File: src/hdl/crc32u_pkg.sv
// Shared types, codes and bit-reversal helpers for the byte-fed CRC-32 unit.
package crc32u_pkg;

	localparam int unsigned CRC_W      = 32;
	localparam int unsigned BYTE_W     = 8;
	localparam int unsigned CFG_IDX_W  = 2;
	localparam int unsigned CFG_DATA_W = 32;

	localparam logic [CRC_W-1:0] POLY_RESET = 32'h04C1_1DB7;
	localparam logic [CRC_W-1:0] INIT_RESET = 32'hFFFF_FFFF;
	localparam logic [CRC_W-1:0] CRC_RESET  = 32'hFFFF_FFFF;

	// register indexes of the configuration port
	localparam logic [CFG_IDX_W-1:0] CFG_POLYNOMIAL    = 2'd0;
	localparam logic [CFG_IDX_W-1:0] CFG_INITIAL_VALUE = 2'd1;
	localparam logic [CFG_IDX_W-1:0] CFG_REVERSE_IN    = 2'd2;
	localparam logic [CFG_IDX_W-1:0] CFG_REVERSE_OUT   = 2'd3;

	// item kinds
	localparam logic KIND_DATA    = 1'b0;
	localparam logic KIND_RESTART = 1'b1;

	typedef struct packed {
		logic [CRC_W-1:0] polynomial;
		logic [CRC_W-1:0] initial_value;
		logic             reverse_input_bytes;
		logic             reverse_output;
	} crc32u_cfg_t;

	function automatic logic [BYTE_W-1:0] flip_byte(input logic [BYTE_W-1:0] b);
		logic [BYTE_W-1:0] r;
		for (int i = 0; i < BYTE_W; i++) begin
			r[i] = b[BYTE_W-1-i];
		end
		return r;
	endfunction

	function automatic logic [CRC_W-1:0] flip_word(input logic [CRC_W-1:0] w);
		logic [CRC_W-1:0] r;
		for (int i = 0; i < CRC_W; i++) begin
			r[i] = w[CRC_W-1-i];
		end
		return r;
	endfunction

endpackage

File: src/hdl/crc32u_if.sv
// Valid/ready channel interfaces for the input items and the result items.
interface crc32u_in_if;
	logic       valid;
	logic       ready;
	logic       kind;
	logic [7:0] data_byte;

	modport source (output valid, output kind, output data_byte, input ready);
	modport sink (input valid, input kind, input data_byte, output ready);
endinterface

interface crc32u_out_if;
	logic        valid;
	logic        ready;
	logic [31:0] crc_value;

	modport source (output valid, output crc_value, input ready);
	modport sink (input valid, input crc_value, output ready);
endinterface

File: src/hdl/crc32_unit_byte_fed_core.sv
// Top level of the byte-fed programmable CRC-32 unit.
// The result of an accepted item shows on out_ch from the next cycle on.
// Throughput: one item per cycle while out_ch is not stalled; the byte update is an unrolled 8-step XOR
// network between the CRC register and the result register.
// Reset (arst_n low): CRC register to all ones, configuration to its defaults,
// result register empty.
module crc32_unit_byte_fed_core
	import crc32u_pkg::*;
(
	input  logic                  clk,
	input  logic                  arst_n,
	crc32u_in_if.sink             in_ch,
	crc32u_out_if.source          out_ch,
	input  logic                  cfg_we,
	input  logic [CFG_IDX_W-1:0]  cfg_index,
	input  logic [CFG_DATA_W-1:0] cfg_data
);

	crc32u_cfg_t      cfg_q;
	logic [CRC_W-1:0] crc_q;
	logic             out_valid_q;
	logic [CRC_W-1:0] result_q;

	logic             in_acc;
	logic [CRC_W-1:0] step_crc;
	logic [CRC_W-1:0] crc_next;

	// take a new item whenever the result register is empty or being drained
	assign in_ch.ready = !out_valid_q || out_ch.ready;
	assign in_acc      = in_ch.valid && in_ch.ready;

	crc32u_step u_step (
		.crc       (crc_q),
		.data_byte (in_ch.data_byte),
		.cfg       (cfg_q),
		.crc_next  (step_crc)
	);

	assign crc_next = (in_ch.kind == KIND_RESTART) ? cfg_q.initial_value : step_crc;

	always_ff @(posedge clk or negedge arst_n) begin
		if (!arst_n) begin
			cfg_q.polynomial          <= POLY_RESET;
			cfg_q.initial_value       <= INIT_RESET;
			cfg_q.reverse_input_bytes <= 1'b0;
			cfg_q.reverse_output      <= 1'b0;
		end else if (cfg_we) begin
			unique case (cfg_index)
				CFG_POLYNOMIAL:    cfg_q.polynomial          <= cfg_data[CRC_W-1:0];
				CFG_INITIAL_VALUE: cfg_q.initial_value       <= cfg_data[CRC_W-1:0];
				CFG_REVERSE_IN:    cfg_q.reverse_input_bytes <= cfg_data[0];
				CFG_REVERSE_OUT:   cfg_q.reverse_output      <= cfg_data[0];
				default: ;
			endcase
		end
	end

	always_ff @(posedge clk or negedge arst_n) begin
		if (!arst_n) begin
			crc_q       <= CRC_RESET;
			out_valid_q <= 1'b0;
		end else begin
			if (in_acc) begin
				crc_q       <= crc_next;
				out_valid_q <= 1'b1;
			end else if (out_ch.ready) begin
				out_valid_q <= 1'b0;
			end
		end
	end

	always_ff @(posedge clk) begin
		if (in_acc) begin
			result_q <= cfg_q.reverse_output ? flip_word(crc_next) : crc_next;
		end
	end

	assign out_ch.valid     = out_valid_q;
	assign out_ch.crc_value = result_q;

`ifndef SYNTHESIS
	// restart loads the programmed initial value
	a_restart_load: assert property (@(posedge clk) disable iff (!arst_n)
		in_acc && (in_ch.kind == KIND_RESTART) |=> crc_q == $past(cfg_q.initial_value))
		else $error("restart did not load initial value");

	// every accepted item leaves a result behind
	a_result_after_accept: assert property (@(posedge clk) disable iff (!arst_n)
		in_acc |=> out_valid_q)
		else $error("accepted item produced no result");

	// a stalled result is neither dropped nor replaced
	a_stall_hold: assert property (@(posedge clk) disable iff (!arst_n)
		out_valid_q && !out_ch.ready |=> out_valid_q && $stable(result_q))
		else $error("stalled result lost or overwritten");

	// the CRC register moves only on an accepted item
	a_crc_idle: assert property (@(posedge clk) disable iff (!arst_n)
		!in_acc |=> $stable(crc_q))
		else $error("CRC register changed without an item");
`endif

endmodule

File: src/hdl/crc32u_step.sv
// Unrolled eight-bit MSB-first CRC update with a programmable polynomial.
module crc32u_step
	import crc32u_pkg::*;
(
	input  logic [CRC_W-1:0]  crc,
	input  logic [BYTE_W-1:0] data_byte,
	input  crc32u_cfg_t       cfg,
	output logic [CRC_W-1:0]  crc_next
);

	logic [BYTE_W-1:0] byte_in;
	logic [CRC_W-1:0]  r;

	assign byte_in = cfg.reverse_input_bytes ? flip_byte(data_byte) : data_byte;

	always_comb begin
		r = crc ^ {byte_in, {(CRC_W-BYTE_W){1'b0}}};
		for (int i = 0; i < BYTE_W; i++) begin
			r = r[CRC_W-1] ? ({r[CRC_W-2:0], 1'b0} ^ cfg.polynomial) : {r[CRC_W-2:0], 1'b0};
		end
		crc_next = r;
	end

endmodule
File: src/flat_wrapper.sv
// flat-port wrapper written by rule: the top's interface ports become plain ports
module crc32_unit_byte_fed_core_flat import crc32u_pkg::*;
  (clk, arst_n, cfg_we, cfg_index, cfg_data, in_ch_valid, in_ch_kind, in_ch_data_byte, in_ch_ready, out_ch_valid, out_ch_crc_value, out_ch_ready);
  crc32u_in_if in_ch_i ();
  crc32u_out_if out_ch_i ();
  input  logic clk;
  input  logic arst_n;
  input  logic cfg_we;
  input  logic [CFG_IDX_W-1:0] cfg_index;
  input  logic [CFG_DATA_W-1:0] cfg_data;
  input wire logic [$bits(in_ch_i.valid)-1:0] in_ch_valid;
  input wire logic [$bits(in_ch_i.kind)-1:0] in_ch_kind;
  input wire logic [$bits(in_ch_i.data_byte)-1:0] in_ch_data_byte;
  output wire logic [$bits(in_ch_i.ready)-1:0] in_ch_ready;
  output wire logic [$bits(out_ch_i.valid)-1:0] out_ch_valid;
  output wire logic [$bits(out_ch_i.crc_value)-1:0] out_ch_crc_value;
  input wire logic [$bits(out_ch_i.ready)-1:0] out_ch_ready;
  assign in_ch_i.valid = in_ch_valid;
  assign in_ch_i.kind = in_ch_kind;
  assign in_ch_i.data_byte = in_ch_data_byte;
  assign in_ch_ready = in_ch_i.ready;
  assign out_ch_valid = out_ch_i.valid;
  assign out_ch_crc_value = out_ch_i.crc_value;
  assign out_ch_i.ready = out_ch_ready;
  crc32_unit_byte_fed_core u_core (.clk(clk), .arst_n(arst_n), .in_ch(in_ch_i), .out_ch(out_ch_i), .cfg_we(cfg_we), .cfg_index(cfg_index), .cfg_data(cfg_data));
endmodule
File: config.mk
export PLATFORM = sky130hd
export DESIGN_NAME = crc32_unit_byte_fed_core_flat
export DESIGN_NICKNAME = d
export VERILOG_FILES = /design/src/hdl/crc32u_pkg.sv /design/src/hdl/crc32u_if.sv /design/src/hdl/crc32_unit_byte_fed_core.sv /design/src/hdl/crc32u_step.sv /design/src/flat_wrapper.sv
export SDC_FILE = /design/constraint.sdc
export NUM_CORES = 1
export LEC_CHECK = 0
export ABC_AREA = 1
export BUFFER_PORTS_ARGS = -buffer_cell sky130_fd_sc_hd__buf_2
export CAP_MARGIN = 25
export CELL_PAD_IN_SITES_DETAIL_PLACEMENT = 1
export CELL_PAD_IN_SITES_GLOBAL_PLACEMENT = 1
export CORE_MARGIN = 10
export CORE_UTILIZATION = 44
export DETAILED_ROUTE_END_ITERATION = 7
export GPL_TIMING_DRIVEN = 1
export PLACE_DENSITY_LB_ADDON = 0.1
export SYNTH_ARGS = -nofsm -noshare
export SYNTH_HDL_FRONTEND = slang
export SYNTH_SLANG_ARGS = --single-unit
File: constraint.sdc
create_clock -name clk -period 3.45 [get_ports clk]
set_clock_uncertainty 0.05 [all_clocks]
set_input_delay 1.035 -clock clk [delete_from_list [all_inputs] [get_ports clk]]
set_output_delay 1.035 -clock clk [all_outputs]
set_load 0.05 [all_outputs]
==> results by stage, run 1 <==
Run status:
- The flow ran to the end, but the final reports show violations.
- The final reports fail on negative setup slack.

Synthesis:
- The post-synthesis compound-gate area fraction is 0.0512.
- The net count after synthesis is 1631.
- Sorting the synthesized cells by area gives the leading types as nand2_1 20%, dfstp_2 19%, nand3_1 10%.
- The count of different cell masters after synthesis is 34.
- The XOR/XNOR share of the synthesized area is 0.128.
- Of the synthesized area, sequential elements account for 0.331.
- The synthesized design contains 131 register bits.
- The portion of synthesized area spent on multiplexers is 0.
- Yosys printed 0 warnings.
- The number of enable-type register cells in the synthesized netlist is 32.
- Among all cell types in the netlist, the one instantiated most often is nand2_1.
- The mapped netlist covers 10700 µm².
- Of the post-synthesis cell area, the dominant cell type holds 0.201.
- The average size of a mapped cell is 6.76 µm².
- The most frequently used flop master after synthesis is dfstp_2.
- The proportion of register bits with asynchronous set or reset after synthesis is 0.756.
- The post-synthesis simple-gate area fraction is 0.389.
- After technology mapping, the gate count stands at 1583.
- By count the netlist is led by 572 x nand2_1, 220 x nand3_1, 128 x inv_1.
- The combinational family with the most area after synthesis is simple AND/OR/NAND/NOR gates.
- The biggest area consumer among synthesized cells is nand2_1.
- The adder-cell share of the synthesized area is 0.

Cells and area:
- The sequential cells in the finished layout cover a total of 3540 µm².
- The filler cell count is 2961.
- After the last flow step, the layout net total stands at 1771.
- In the final layout, the multi-input gates occupy 7350 µm².
- The final design utilization is 0.608.
- Of the cells placed in the final design, the portion with a size suffix greater than 1 is 0.372.
- Compared with the post-synthesis result, the final layout area differs by 34.6%.
- The antenna diode count is 0.
- The count of placed standard cells in the final layout, fillers left out is 2055.

Critical path:
- The reg-to-reg critical path startpoint is u_core.crc_q[31]$_DFFE_PN1P_.
- The worst register-to-register path has a depth of 29.
- Among the stages of the critical path, the cell type that occurs most often is nand2_1.
- The reg2reg setup slack is -0.51 ns.
- The slowest stage of the critical path is the xnor2_1 cell.
- The critical path endpoint category is a register.
- In this run the worst path has a maximum fanout of 8.
- The classification of the worst setup path is in -> reg.
- For the worst setup path, the data arrival time is 4.12 ns.
- STA classifies the critical path startpoint as an input pin.
- The family with the most delay on the worst path is simple AND/OR/NAND/NOR gates.
- The worst register-to-register path ends at u_core.out_ch.crc_value[11]$_DFFE_PP_.
- The required time of the critical path is 3.57 ns.
- In this design, the stage delay of the slowest critical-path cell is 0.28 ns.
- The buffers plus inverters on the worst setup path is 10.

Floorplan:
- The placement row count is 56.
- The core region is 23700 µm².
- The die is 176 µm wide.
- 82 I/O pins were placed.
- The height of the die is 176 µm.
- The initial utilization of the core area, before any placement, comes to 0.452.
- The floorplan step defined a die boundary enclosing 30900 µm².

Min path:
- The start point of the worst hold path is u_core.crc_q[19]$_DFFE_PN1P_.
- The number of instances on the worst hold path is 2.
- The min-delay analysis places its worst path in the category reg -> reg.
- The path with the worst hold slack has its endpoint at u_core.crc_q[19]$_DFFE_PN1P_.

GRT:
- Entering global routing, the biggest net connects 65 pins.
- The number of global-route vias before repair came to 12100.
- The number of antenna violations at the first check in global routing is 0.
- For this run the aggregate overflow at the end of global routing stands at 0.
- The wire length of the first global-routing pass is 65700 µm.
- The all-layer global routing usage is 0.266.

Clock network:
- TritonCTS built the clock tree.
- After clock tree synthesis, the clock-pin slew on the worst setup and hold paths is 0.07 ns.
- The tree built by TritonCTS fans out to 131 sinks.
- The clock latency of the later-clocked register in the worst-skew pair is 0.42 ns.
- Counting along the longest clock path gives a buffer depth of 2.
- The cts-stage hold buffer count is 0.
- Buffers inserted during clock tree synthesis total 17.
- CTS placed an instance of clkbuf_16 at the clock tree root.
- The H-tree depth is 4.

Timing:
- The smallest clock period supported by the final layout is computed as 4.00 ns.
- The share of the clock period used by the worst path is 1.16.
- On the final layout, the worst hold slack is 0.428 ns.
- The final-report max-slew violation count is 0.
- Setup slack on the critical path of the routed design comes to -0.548 ns.
- Setup violations remaining at the end of the flow were counted as 64.
- The count of final hold-check violations is 0.
- For the pin with the worst max-slew slack, the measured transition is 0.742 ns.
- Setup repair after global routing could not meet its margin everywhere.
- The worst pin sits at a relative slew slack of 0.505.
- Timing would allow up to 250 MHz.

Placed design:
- The weighted congestion reported at the end of routability-driven placement is 0.869.
- The number of I/O port buffers is 81.
- In this run, placement finished with an instance count of 1997.
- Detailed placement finished with a half-perimeter wire length of 28700 µm.

Detailed routing:
- After detailed routing, the total wire length is 45400 µm.
- The total number of vias is 11400.
- Before antenna repair, the detailed router went through 5 iterations.
- The remaining design rule violation count is 0.
- For this block, the initial DRC count from the detailed router was 864.
- The count of nets left with antenna violations once routing finished came out at 0.
- After detailed routing, the average wire length per cell comes to 22.1 µm.
- In the routed layout, each cell is associated on average with a via count of 5.57.

Flow run:
- The tool flagged a number of max-cap violations equal to 0.
## worst reg2reg max path, delay by kind of cell, from the launching register on
family | cells | cell delay (ns)
simple gates | 20 | 1.97
flops | 1 | 0.61
buf+inv | 8 | 0.82
xor+xnor | 1 | 0.28
## flip-flops by register name, summed over array words and instances (netlist names)
register and count:
u_core.cfg_q 66, u_core.crc_q 32, u_core.out_ch.crc_value 32, u_core.out_ch.valid 1
## cell families (layout without fill, tap and decap cells)
kind of cell	count (synthesis)	in the layout
and+or+nand+nor	941	942
buffers and inverters	249	401
xor gates and xnor gates	156	156
DFF	131	131
AOI/OAI and AO/OA	106	106
## per-layer routing
metal  part of all wire  GRT usage  wire [µm]  up-vias
met2               0.52      0.492      23800      381
met5                  0          0          0        -
met4              0.048      0.111       2200        0
met3              0.040     0.0326       1800      128
met1               0.39      0.300      17600     5716
li1                   -          -          -     5213
## area by class of cell
cell class,instances,share of cell area
multi-input combinational,1204,0.510
clock inverter,14,0.0141
clock buffer,18,0.0298
timing repair buffer,218,0.132
tap,319,0.0277
inverter,151,0.0409
sequential,131,0.246
## metrics by stage
step | setup TNS, ns | worst slack, ns | cell area, µm²
3_3_place_gp | -43.40 | -0.825 | 12100
4_1_cts | -10.09 | -0.253 | 13600
5_1_grt | -35.21 | -0.694 | 14400
6_report | -25.57 | -0.548 | 14400
3_5_place_dp | -50.30 | -0.958 | 12100
2_1_floorplan | -5.41 | -0.197 | 10800
## worst max-delay path by stage
stage                       start                                     to  slack (ns)  cells after the start
3_3_place_gp   in_ch_data_byte[7]  u_core.out_ch.crc_value[23]$_DFFE_PP_       -0.82                     28
2_1_floorplan  in_ch_data_byte[7]   u_core.out_ch.crc_value[6]$_DFFE_PP_       -0.20                     30
4_1_cts        in_ch_data_byte[1]  u_core.out_ch.crc_value[11]$_DFFE_PP_       -0.25                     31
5_1_grt        in_ch_data_byte[5]  u_core.out_ch.crc_value[11]$_DFFE_PP_       -0.69                     32
3_5_place_dp   in_ch_data_byte[1]  u_core.out_ch.crc_value[19]$_DFFE_PP_       -0.96                     28
6_report       in_ch_data_byte[5]  u_core.out_ch.crc_value[11]$_DFFE_PP_       -0.55                     32
## layout by cell type, fill, tap and decap left out, types with 22 or more instances in the layout
master	instances
xnor2_1	82
o21ai_0	76
buf_4	90
nand2_1	485
edfxtp_1	32
buf_6	28
xor2_1	57
inv_1	111
or2_2	22
nand3_1	137
nand2_2	77
nor2_1	43
inv_2	34
nand3_4	24
nand2_4	27
nand3_2	78
buf_2	74
dfstp_2	78
## what timing repair did
item,4_1_cts,5_1_grt
gates resized for setup,179,162
setup endpoints to repair,64,64
pin swaps,55,40
buffers inserted,11,12
gates cloned,2,3
Power of run 1 is not shown: default switching activity piles up to over one toggle a cycle in this logic, so the estimate is an artifact.
==> run 2, diff against run 1 <==
SKIP_CTS_REPAIR_TIMING = 1   (was default)
==> run 2 against run 1 <==
Net effect:
- the flow still finishes with violations (negative setup slack)
- critical path type unchanged
- worst hold slack worse by 0.0026 ns
- highest routed layer unchanged
- flip-flop and latch count unchanged
- cell count fell by 0.49%
==> results by stage, run 2 (same netlist as run 1, synthesis figures left out) <==
Clock network:
- The number of sinks driven by the clock tree is 131.
- Clock tree synthesis selected as its root buffer the cell clkbuf_16.
- After clock tree synthesis, the clock-pin slew on the worst setup and hold paths is 0.07 ns.
- The H-tree generated during clock tree synthesis spans 4 levels.
- The number of buffers between clock root and the deepest sink is 2.
- The clock latency of the later-clocked register in the worst-skew pair is 0.44 ns.
- TritonCTS built the clock tree.
- TritonCTS created 17 clock buffers.

Critical path:
- The dominant cell type by count on the critical path is nand2_1.
- The buffers plus inverters on the worst setup path is 6.
- The largest driver fanout on the critical path is 13.
- The worst register-to-register path begins at u_core.cfg_q[1]$_DFFE_PN0P_.
- The slowest stage of the critical path is the o211ai_1 cell.
- The reg2reg setup slack is -0.40 ns.
- The required time of the critical path is 3.58 ns.
- In this run the worst setup path terminates at u_core.out_ch.crc_value[14]$_DFFE_PP_.
- The worst setup path is captured at a register.
- The capturing point of the worst reg2reg path is u_core.out_ch.crc_value[14]$_DFFE_PP_.
- The signal on the critical path passes through buf_2 -> inv_1 -> o211ai_1 -> nand2_1 -> nand3_1 -> nand2_2 -> xnor2_2 -> nand2_4 -> nand2_2 -> inv_2 -> buf_12 -> buf_4 -> nand2_1 -> xor2_1 -> nand3b_1 -> nand3_1 -> nand2_1 -> nand3_1 -> nand2_1 -> inv_2 -> nand2_2 -> nand3_2 -> nand3_1 -> nand2_1.
- The critical path crosses 24 cells after its start point.
- The category of the worst setup path launch point is an input pin.
- For this run, the slowest stage of the critical path takes 0.28 ns.
- The worst setup path is of the in -> reg kind.
- STA puts the critical path data arrival time at 4.07 ns.
- The worst reg2reg path depth is 23.
- The launching element of the worst setup path is in_ch_data_byte[4].
- The family with the most delay on the worst path is simple AND/OR/NAND/NOR gates.

Timing:
- The smallest setup slack after layout is -0.484 ns.
- The worst pin sits at a relative slew slack of 0.494.
- The number of setup violations in the final report is 64.
- After layout, the minimum clock period comes to 3.93 ns.
- The count of final hold-check violations was 0.
- At the pin with the least slew margin, the transition time is 0.759 ns.
- The share of the clock period used by the worst path is 1.14.
- Setup repair after global routing could not meet its margin everywhere.
- The worst hold slack is 0.425 ns.
- The final-report max-slew violation count was 0.
- Based on the critical path, the design can be clocked at up to 254 MHz.

Detailed routing:
- The wire length the detailed router placed on met1 is 17200 µm.
- After the first detailed-routing iteration, the DRC count stood at 776.
- In this run the top signal layer used is met4.
- The iteration count of the initial detailed-routing pass is 5.
- Detailed routing placed a total of 23600 µm of wire on met2.
- After detailed routing, the number of vias per cell comes to 5.61.
- The number of nets with antenna violations after detailed routing is 0.
- The final layout contains routed wiring with a total length of 45200 µm.
- Wire segments on met3 add up to 1910 µm in the final route.
- After detailed routing, the average wire length per cell comes to 22.1 µm.
- The total number of vias is 11500.
- In the routed design, unresolved DRC markers number 0.

Cells and area:
- The finished cells cover 14500 µm².
- For this run, the post-layout net count is 1761.
- The repair_antennas step left the layout with diodes totalling 0.
- In the layout the commonest cells are 471 x nand2_1, 132 x nand3_1, 109 x inv_1.
- The post-synthesis to final-layout area growth is 35.3%.
- The most common cell after layout, fill and taps aside is nand2_1.
- The number of flip-flops in the largest register is 66.
- The layout has 2958 filler cells.
- The register with the most flip-flops in the final layout is u_core.cfg_q.
- In the final layout, the share of cells above drive strength 1 is 0.387.

Floorplan:
- From bottom edge to top edge, the die measures 176 µm.
- The die covers 30900 µm².
- The standard cell core area is 23700 µm².
- Measured along the x axis, the die boundary spans 176 µm.
- Row generation in the floorplan step produced 56 rows.
- The effective utilization at floorplan is 0.452.
- The top-level port count is 82.

Placed design:
- The weighted congestion reported at the end of routability-driven placement is 0.869.
- The placed instances occupy a cell area of 12100 µm².
- Detailed placement finished with a half-perimeter wire length of 28700 µm.
- The worst slack at placement is -0.958 ns.
- The number of I/O port buffers is 81.

Run status:
- The flow ran to the end, but the final reports show violations.
- The final reports fail on negative setup slack.

GRT:
- The total congestion overflow after global routing is 0.
- The wire length of the first global-routing pass is 62900 µm.
- The number of global-route vias before repair is 11700.
- The number of antenna violations at the first check in global routing came to 0.
- In the global route stage, overall resource usage came out at 0.253.
- The pin count of the biggest net entering global routing is 65.

Flow run:
- Max-cap violations in this run came to 0.

Min path:
- The number of instances on the worst hold path is 2.
- The min-delay analysis places its worst path in the category reg -> reg.
## run 2: cell count changes in the layout (fill, tap and decap cells not counted), moves of 4 or more
cell | previous run | this run
nor2_1 | 43 | 39
nand2_2 | 77 | 88
buf_4 | 90 | 79
o21ai_1 | 17 | 10
nand2_4 | 27 | 31
o21ai_0 | 76 | 81
nand3_1 | 137 | 132
xnor2_2 | 3 | 7
nand2_1 | 485 | 471
## run 2: how the worst min path moves through the flow
stage | slack, ns | end | from
2_1_floorplan | 0.40 | u_core.crc_q[0]$_DFFE_PN1P_ | u_core.crc_q[0]$_DFFE_PN1P_
3_3_place_gp | 0.41 | u_core.crc_q[19]$_DFFE_PN1P_ | u_core.crc_q[19]$_DFFE_PN1P_
3_5_place_dp | 0.42 | u_core.crc_q[17]$_DFFE_PN1P_ | u_core.crc_q[17]$_DFFE_PN1P_
4_1_cts | 0.43 | u_core.crc_q[17]$_DFFE_PN1P_ | u_core.crc_q[17]$_DFFE_PN1P_
5_1_grt | 0.45 | u_core.crc_q[11]$_DFFE_PN1P_ | u_core.crc_q[11]$_DFFE_PN1P_
6_report | 0.43 | u_core.crc_q[11]$_DFFE_PN1P_ | u_core.crc_q[11]$_DFFE_PN1P_
## run 2: final cells by class
class / count / area (µm²) / share of cell area
Multi-Input combinational cell: 1204 / 7490 / 0.517
Sequential cell: 131 / 3540 / 0.244
Timing Repair Buffer: 208 / 1830 / 0.127
Inverter: 151 / 587 / 0.0405
Clock buffer: 18 / 429 / 0.0297
Tap cell: 319 / 399 / 0.0276
Clock inverter: 14 / 203 / 0.0140
## run 2: metrics by stage
| step | utilization | std cells | setup TNS, ns |
|---|---|---|---|
| floorplan | - | 1583 | -5.41 |
| global placement | 0.510 | 1996 | -43.40 |
| detailed placement | 0.511 | 1997 | -50.30 |
| CTS | 0.538 | 2029 | -24.10 |
| global route | 0.611 | 2045 | -34.50 |
| finish | 0.611 | 2045 | -20.72 |
## run 2: worst register-to-register path, cell delays in order, from the launching register on
cell and delay [ns]:
dfrtp_1 0.45, buf_12 0.19, o211ai_1 0.31, nand2_1 0.11, nand3_1 0.10, nand2_2 0.12, xnor2_2 0.26, nand2_4 0.12
nand2_2 0.14, inv_2 0.07, buf_12 0.15, buf_4 0.16, nand2_1 0.08, xor2_1 0.26, nand3b_1 0.19, nand3_1 0.13
nand2_1 0.10, nand3_1 0.09, nand2_1 0.15, inv_2 0.05, nand2_2 0.06, nand3_2 0.10, nand3_1 0.09, nand2_1 0.06
## run 2: routing by layer
layer | vias up | global-route usage
met5 | - | 0
met4 | 0 | 0.100
met3 | 151 | 0.0326
met2 | 381 | 0.462
met1 | 5743 | 0.293
li1 | 5203 | -
Power of run 2 is left out for the same reason.
==> run 3, diff against run 2 <==
SYNTH_HIERARCHICAL = 1   (was default)
==> run 3 against run 2 <==
Net effect:
- the flow still finishes with violations (negative setup slack)
- first-iteration DRC count is 34% higher
- via count is 3.5% higher
- cell count is 5.4% higher
- utilization is 3.4 points lower
- largest cell class unchanged
- global-route usage is 0.47 points lower
==> results by stage, run 3 <==
GRT:
- The first global-routing pass estimated 62000 µm of wire.
- The total congestion overflow after global routing is 0.
- The pin count of the biggest net entering global routing is 65.
- The number of antenna violations at the first check in global routing is 0.
- The number of global-route vias before repair is 11500.
- The all-layer global routing usage is 0.248.

Synthesis:
- In this run, synthesis inferred 32 flip-flops with an integrated enable.
- The number of synthesized register bits is 131.
- Yosys printed 6 warnings.
- Dividing the synthesized area by the synthesized cell count gives 6.43 µm².
- The proportion of register bits with asynchronous set or reset after synthesis is 0.756.
- In this run the cell area of the synthesized design comes to 10900 µm².
- The net count after synthesis is 1747.
- The proportion of synthesized chip area in sequential cells is 0.324.
- Synthesis handed over a netlist of 1699 instances.
- The count of different cell masters after synthesis is 35.
- Among all flip-flop cells after synthesis, the most frequent one is dfstp_2.
- In the synthesized netlist, the cells that appear most often are 776 x nand2_1, 182 x inv_1, 174 x nand3_1.
- Ranked by total cell area, the synthesized netlist is headed by nand2_1 27%, dfstp_2 19%, edfxtp_1 8.8%.
- The biggest area consumer among synthesized cells is nand2_1.
- The share of synthesized area in the top cell type comes to 0.267.
- The leading cell type by number of instances after synthesis is nand2_1.

Timing:
- The smallest setup slack after layout is -0.757 ns.
- Counting I/O delays and the setup requirement, the final critical path takes 4.21 ns.
- The final-report max-slew violation count is 0.
- The share of the clock period used by the worst path is 1.22.
- For the pin with the worst max-slew slack, the measured transition is 0.912 ns.
- The count of final hold-check violations came to 0.
- The number of setup violations in the final report is 64.
- The worst slew margin relative to its limit is 0.392.
- After routing, the total negative slack on setup checks comes to -41.44 ns.
- Setup repair after global routing could not meet its margin everywhere.
- For this run, the top clock speed supported by timing is 238 MHz.

Placed design:
- Summing all placed instances gives a cell area of 12200 µm².
- The weighted congestion reported at the end of routability-driven placement is 0.848.
- Prior to clock tree synthesis, the placed netlist has a worst setup slack of -1.12 ns.
- The post-DP HPWL is 29100 µm.
- The number of I/O port buffers is 81.

Cells and area:
- The final instance area is 14100 µm².
- The filler cell count is 3201.
- The share of layout cells above drive strength 1 is 0.313.
- The register with the most flip-flops in the layout has 66 of them.
- The antenna diode count is 0.
- The post-synthesis to final-layout area growth is 28.8%.
- For this run, the share of the core covered by cells in the final layout is 0.577.
- In the layout the commonest cells are 664 x nand2_1, 159 x inv_1, 150 x nand3_1.
- The final net count is 1866.
- The library cell used most frequently in the layout, excluding fill and tap cells, is nand2_1.
- Counting flops per register, the top entry is u_core/cfg_q.

Floorplan:
- The initial utilization of the core area, before any placement, comes to 0.448.
- The top-level port count is 82.
- The height of the die is 178 µm.
- The die covers 31500 µm².
- Row generation in the floorplan step produced 57 rows.
- The standard cell core area is 24400 µm².
- The die boundary width is 178 µm.

Flow run:
- The max-capacitance violation count is 0.

Critical path:
- The reg2reg setup slack is -0.76 ns.
- The required time of the critical path is 3.78 ns.
- The cell that appears most often on the critical path is nand2_4.
- The worst reg2reg path depth is 33.
- STA puts the critical path data arrival time at 4.54 ns.
- For this design, the slowest cell found on the critical path is xor2_2.
- The worst setup path is of the in -> reg kind.
- The critical path starts at in_ch_data_byte[0].
- The capturing point of the worst reg2reg path is u_core/crc_q[31]$_DFFE_PN1P_.
- The largest driver fanout on the critical path is 15.
- STA classifies the critical path endpoint as a register.
- In this run the critical register-to-register path is launched from u_core/cfg_q[1]$_DFFE_PN0P_.
- The category of the worst setup path launch point is an input pin.
- The largest single stage delay on the critical path is 0.22 ns.

Detailed routing:
- The first detailed-routing pass ran for 5 iterations.
- The post-detailed-route wirelength per cell is 20.9 µm.
- The detailed router's first-iteration violation count is 1036.
- The final layout contains routed wiring with a total length of 45100 µm.
- The number of nets with antenna violations after detailed routing is 0.
- The top metal layer carrying routed signals is met4.
- In the routed design, unresolved DRC markers number 0.
- The mean number of vias per cell is 5.51.
- The wire length the detailed router placed on met1 is 19800 µm.
- For this block, the via count after detailed routing is 11900.
- Detailed routing placed a total of 3110 µm of wire on met3.
- Summed over all nets, wire length on met2 after detailed routing comes to 21200 µm.

Clock network:
- The clock latency of the later-clocked register in the worst-skew pair is 0.44 ns.
- Counting every sink on the clock net gives 131.
- The TritonCTS buffer count is 17.
- The H-tree depth is 4.
- Counting along the longest clock path gives a buffer depth of 2.
- The CTS tree is yes.
- The clock tree root buffer cell is clkbuf_16.
- Clock-pin slew was measured on the worst setup and hold paths at 0.07 ns.

Min path:
- The worst hold path passes through 2 cells.
- The worst hold path terminates at u_core/crc_q[3]$_DFFE_PN1P_.
- The path class of the lowest-slack min-delay path is reg -> reg.
- The startpoint identified for the worst hold timing path is u_core/crc_q[3]$_DFFE_PN1P_.

Run status:
- The flow ran to the end, but the final reports show violations.
- The checks that failed: negative setup slack.
[run 3: cell types whose count changed after synthesis, sizes merged, moves of 7 or more]
cell	delta
inv	+36
nand2	+192
clkbuf	-13
buf	+18
nand2b	-8
xor2	-13
nand4	-9
nand3	-58
nor2	+26
o21bai	+7
o21ai	-40
or2	-21
[run 3: area by class of cell]
cell class,count,area (µm²),share of cell area
Multi-Input combinational cell,1279,7020,0.499
Sequential cell,131,3540,0.251
Timing Repair Buffer,202,1810,0.129
Inverter,187,734,0.0522
Clock buffer,18,429,0.0305
Tap cell,324,405,0.0288
Clock inverter,14,134,0.00951
[run 3: how the worst max path moves through the flow]
| stage | end | slack, ns | cells past startpoint |
|---|---|---|---|
| finish | u_core/crc_q[31]$_DFFE_PN1P_ | -0.76 | 33 |
| floorplan | u_core/out_ch.crc_value[23]$_DFFE_PP_ | -0.33 | 32 |
| CTS | u_core/out_ch.crc_value[14]$_DFFE_PP_ | -0.68 | 30 |
| global route | u_core/crc_q[25]$_DFFE_PN1P_ | -0.91 | 33 |
| global placement | u_core/out_ch.crc_value[17]$_DFFE_PP_ | -1.0 | 32 |
| detailed placement | u_core/out_ch.crc_value[22]$_DFFE_PP_ | -1.12 | 32 |
[run 3: per-layer routing]
layer	GRT usage	up-vias
met1	0.351	5933
met5	0	-
met4	0.0549	0
met2	0.384	495
li1	-	5379
met3	0.0465	74
[run 3: critical path: cells and delay by family]
kind	cells	cell delay, ns
simple gates	25	2.36
xor+xnor	1	0.22
buf+inv	7	0.89
[run 3: stage by stage]
step	instances	hold WS (ns)
floorplan	1699	0.387
global placement	2102	0.414
detailed placement	2103	0.414
CTS	2135	0.425
global route	2155	0.440
finish	2155	0.427
[run 3: cell families (layout without fill, tap and decap cells)]
family                    after synthesis  after routing  share of synthesized area
AOI/OAI and AO/OA                      75             75                     0.0484
xor gates and xnor gates              141            141                      0.113
buffers and inverters                 290            421                      0.118
DFF                                   131            131                      0.324
and+or+nand+nor                      1062           1063                      0.397
Power of run 3 is left out for the same reason.
